$ cat src/design/sjf_pkg.sv
// ----------------------------------------------------------------------------
// sjf_pkg
// Types and constants shared by the task order scheduler and its cells.
// ----------------------------------------------------------------------------
package sjf_pkg;

    localparam int IDX_W = 6;
    localparam int CNT_W = 7;
    localparam int VAL_W = 32;
    localparam int CLK_W = 40;

    typedef struct packed {
        logic             found;
        logic [VAL_W-1:0] ready_rt;
        logic [IDX_W-1:0] ready_idx;
        logic             any;
        logic [VAL_W-1:0] min_arr;
        logic [VAL_W-1:0] min_rt;
        logic [IDX_W-1:0] min_idx;
    } rec_t;

    typedef struct packed {
        logic             load;
        logic [IDX_W-1:0] load_idx;
        logic [VAL_W-1:0] load_arr;
        logic [VAL_W-1:0] load_rt;
        logic             mark;
        logic [IDX_W-1:0] mark_idx;
        logic             clear;
    } cell_ctl_t;

endpackage

$ cat src/design/sjf_cell.sv
// ----------------------------------------------------------------------------
// sjf_cell
// One task slot; folds its task into the search record passing through.
// ----------------------------------------------------------------------------
module sjf_cell
    import sjf_pkg::*;
#(
    parameter int SW  = 32,
    parameter int IDX = 0
)
(
    input  logic             clk,
    input  logic             rst_n,
    input  cell_ctl_t        ctl,
    input  logic [CLK_W-1:0] now,
    input  logic             tok_in,
    input  rec_t             rec_in,
    output logic             tok_out,
    output rec_t             rec_out
);

    logic [SW-1:0] arr_reg;
    logic [SW-1:0] rt_reg;
    logic          valid_reg;
    logic          done_reg;
    logic          tok_reg;
    rec_t          rec_reg;
    rec_t          rec_next;
    logic          pend;
    logic          rdy;
    logic [VAL_W-1:0] arr_x;
    logic [VAL_W-1:0] rt_x;

    assign arr_x = VAL_W'(arr_reg);
    assign rt_x  = VAL_W'(rt_reg);
    assign pend  = valid_reg && !done_reg;
    assign rdy   = pend && (CLK_W'(arr_x) <= now);

    always_comb
    begin
        rec_next = rec_in;
        if (rdy && (!rec_in.found || rt_x < rec_in.ready_rt))
        begin
            rec_next.found     = 1'b1;
            rec_next.ready_rt  = rt_x;
            rec_next.ready_idx = IDX_W'(IDX);
        end
        if (pend && (!rec_in.any || arr_x < rec_in.min_arr ||
                     (arr_x == rec_in.min_arr && rt_x < rec_in.min_rt)))
        begin
            rec_next.any     = 1'b1;
            rec_next.min_arr = arr_x;
            rec_next.min_rt  = rt_x;
            rec_next.min_idx = IDX_W'(IDX);
        end
    end

    always_ff @(posedge clk)
    begin
        if (ctl.load && ctl.load_idx == IDX_W'(IDX))
        begin
            arr_reg <= ctl.load_arr[SW-1:0];
            rt_reg  <= ctl.load_rt[SW-1:0];
        end
        rec_reg <= rec_next;
    end

    always_ff @(posedge clk or negedge rst_n)
    begin
        if (!rst_n)
        begin
            valid_reg <= 1'b0;
            done_reg  <= 1'b0;
            tok_reg   <= 1'b0;
        end
        else
        begin
            tok_reg <= tok_in;
            if (ctl.clear)
            begin
                valid_reg <= 1'b0;
                done_reg  <= 1'b0;
            end
            else if (ctl.load && ctl.load_idx == IDX_W'(IDX))
            begin
                valid_reg <= 1'b1;
                done_reg  <= 1'b0;
            end
            else if (ctl.mark && ctl.mark_idx == IDX_W'(IDX))
            begin
                done_reg <= 1'b1;
            end
        end
    end

    assign tok_out = tok_reg;
    assign rec_out = rec_reg;

endmodule

$ cat config.mk
export PLATFORM = sky130hd
export DESIGN_NAME = sjf_cell
export DESIGN_NICKNAME = d
export VERILOG_FILES = /design/src/design/sjf_pkg.sv /design/src/design/sjf_cell.sv
export SDC_FILE = /design/constraint.sdc
export NUM_CORES = 1
export LEC_CHECK = 0
export ABC_AREA = 1
export BUFFER_PORTS_ARGS = -buffer_cell sky130_fd_sc_hd__buf_4
export CORE_UTILIZATION = 50
export CTS_BUF_LIST = sky130_fd_sc_hd__clkbuf_4 sky130_fd_sc_hd__clkbuf_8 sky130_fd_sc_hd__clkbuf_16
export CTS_CLUSTER_DIAMETER = 40
export DETAILED_ROUTE_END_ITERATION = 7
export GPL_TIMING_DRIVEN = 0
export MAX_ROUTING_LAYER = met4
export PLACE_DENSITY = 0.81
export SYNTH_ARGS = -nofsm -noshare
export SYNTH_HDL_FRONTEND = slang
export SYNTH_SLANG_ARGS = --single-unit
$ cat constraint.sdc
create_clock -name clk -period 2.64 [get_ports clk]
set_input_delay 0.132 -clock clk [delete_from_list [all_inputs] [get_ports clk]]
set_output_delay 0.132 -clock clk [all_outputs]
set_load 0.05 [all_outputs]
==> flow_metrics.tcl <==
set metrics [dict create \
    hold_violations 0 \
    hold_path_class "input port to flip-flop" \
    clk_pin_slew_worst_paths_ns 0.08 \
    clk_latency_ns 0.44 \
    routed_wl_um 36790 \
    ys_seq_area_share_pct 45.77 \
    dp_hpwl_um 21290 \
    synth_area_leaders "dfxtp_1, edfxtp_1, ha_1" \
    outcome "finished, violations left" \
    post-place-ws_ns -0.1275 \
    leakage_nw 7.812 \
    post_dp_cell_area_um2 12120 \
    violations "setup timing" \
    post-route-period-util_pct 102.3 \
    drv_cap 0 \
    synth.distinct_cells 32 \
    end_kind "flip-flop" \
    rsz0062_at_grt "yes" \
    clockBufferDepth 2 \
    crit_arrival_ns 3.07 \
    slew_viol_final 0 \
    first_pass_iters 5 \
    crit_fanout 8 \
    final.setup_skew_ns 0.01505 \
    finalNonFillerCells 1901 \
    dp_cells 1673 \
    ant_nets 0 \
    clock_sinks 177 \
    fin_area_um2 15020 \
    hold_path_depth 2 \
    worst_slew_pin_slew_ns 1.267 \
    grt_start_max_net_pins 17 \
    avgSynthCellArea_um2 8.364 \
    drc 0 \
    fmax_mhz 370.2 \
    synthesis.instances 1097 \
    synth.top_cell.area_share_pct 24.00 \
    startpoint "rt_reg[20]" \
    period_needed_ns 2.701 \
    synth_top_area_cell "dfxtp_1" \
    worst_slack_ns -0.06144 \
    via_per_inst 5.461 \
    placement.io_buffers 342 \
    hold_ws_ns 0.03258 \
    syn_nets 1455 \
    core_um2 17960 \
    yosysWarnings 0 \
    gp_congestion 0.9063 \
    required_ns 3.01 \
    ioPinCount 343 \
    grtUsageTotal_pct 36.90 \
    fp-row-count 49 \
    dieHeight_um 137.5 \
    critPathLaunchType "flip-flop" \
    setup_tns_ns -1.111 \
    min_from "rec_in[76]" \
    drive_above_1_share_pct 28.68 \
    synth.cell_area_um2 9175 \
    cts_made_buffers 17 \
    nets 2015 \
    largest_reg_flops 110 \
    ys_ff_latch 177 \
    cts_tree "yes" \
    setup_viol 45 \
    grt_pass1_wl_um 50890 \
    cts_max_level 4 \
    wl_per_cell_um 19.35 \
    power_density_nw_per_um2 479.7 \
    root_buffer "clkbuf_16" \
    dr_total_vias 10381 \
    rr_startpoint "rt_reg[20]" \
    area_delta_synth_final_pct 63.69 \
    relSlewSlack_pct 15.24 \
    irDropWorstVdd_uv 454.5 \
    initial_core_util_pct 51.08 \
    overflow 0 \
    drt-initial-drc-count 921 \
    grt_pass1_vias 10140 \
    crit_type "flip-flop to flip-flop" \
    reg2regPathDepth 13 \
    dieArea_um2 18900 \
    antenna_found_initial 1 \
    die_w_um 137.5 \
]
## critical path, cell delays in order (launching register included)
cell	delay (ns)
edfxtp_1	0.52
ha_4	0.34
nand2_4	0.05
nor2_4	0.14
nand4_1	0.26
nor4_4	0.41
nand2_1	0.10
nand2_2	0.09
nand2_4	0.11
nand2_4	0.14
buf_12	0.18
buf_12	0.13
nand2_1	0.07
nand2_1	0.08
## Yosys cell counts
library cell,instances
a21boi_0,12
a21o_1,4
a21oi_1,51
a21oi_2,2
a31oi_1,2
and2_0,1
and2_1,1
and3_1,2
buf_1,4
buf_2,11
buf_4,6
buf_6,2
clkbuf_1,9
dfrtp_1,3
dfxtp_1,110
edfxtp_1,64
ha_1,126
inv_1,165
nand2_1,332
nand2_2,2
nand3_1,108
nand3b_1,1
nand4_1,8
nor2_1,46
nor3_1,5
nor3_2,1
nor4_1,4
o211ai_1,1
o21a_1,4
o21ai_0,8
o21ai_1,1
or2_2,1
## worst paths after layout
path                                to  slack (ns)
hold / removal             rec_out[76]        0.03
hold reg to reg            rec_out[38]        0.52
setup reg to reg           rec_out[62]       -0.06
min in group asynchronous    valid_reg        0.04
max in group asynchronous      tok_out        2.49
setup / recovery           rec_out[62]       -0.06
## stage by stage
stage	utilization [%]	total power, mW
after global placement	67.09	4.188
final	83.60	7.204
after CTS	80.69	7.036
after floorplan	-	3.671
after global routing	83.59	7.405
after detailed placement	67.44	4.215
## layer usage
| layer | wire (um) | GRT usage [%] |
|---|---|---|
| met2 | 18110 | 61.25 |
| met5 | 0 | - |
| met1 | 13240 | 40.17 |
| met4 | 2602 | 23.81 |
| met3 | 2844 | 7.542 |
## layout make-up
| cell class | instances | area [um2] |
|---|---|---|
| sequential | 177 | 4199 |
| fill | 888 | 2945 |
| tap | 229 | 286.5 |
| multi-input combinational | 723 | 4417 |
| clock buffer | 20 | 465.4 |
| clock inverter | 12 | 145.1 |
| timing repair buffer | 541 | 4633 |
| antenna | 2 | 5.005 |
| buffer | 32 | 247.7 |
| inverter | 165 | 619.3 |
## report_power, final
| part | switching (mW) | internal [mW] | leakage (nW) |
|---|---|---|---|
| sequential | 0.0453 | 2.92 | 1.54 |
| clock | 1.20 | 1.50 | 0.306 |
| combinational | 0.843 | 0.691 | 5.96 |
## kinds of logic (layout without fill, tap and decap cells)
family / count (synthesis) / after routing / share of synthesized area (%)
DFF: 177 / 177 / 45.77
adders and majority gates: 126 / 126 / 17.18
AOI/OAI and AO/OA: 85 / 85 / 5.318
and+or+nand+nor: 512 / 512 / 23.11
buffers and inverters: 197 / 770 / 8.618
other: 0 / 2 / 0
## cells in the final DEF, fill, tap and decap left out, drive strengths merged, types with 6 or more instances in the layout
cell type / instances
nor2: 46
edfxtp: 64
dfxtp: 110
nand3: 108
o21ai: 9
nand2: 334
dlygate4sd3: 176
buf: 377
clkbuf: 40
inv: 171
nand4: 8
a21boi: 12
ha: 126
nor3: 6
a21oi: 53
## what timing repair did
action | in CTS | in global routing
endpoints found under the setup margin | 50 | 102
hold buffers | 176 | 0
cloned | 0 | 6
hold endpoints to repair | 179 | 0
resized for setup | 1 | 91
pin swaps | 0 | 13
buffers inserted | 0 | 12
(Power assumes the default switching activity.)
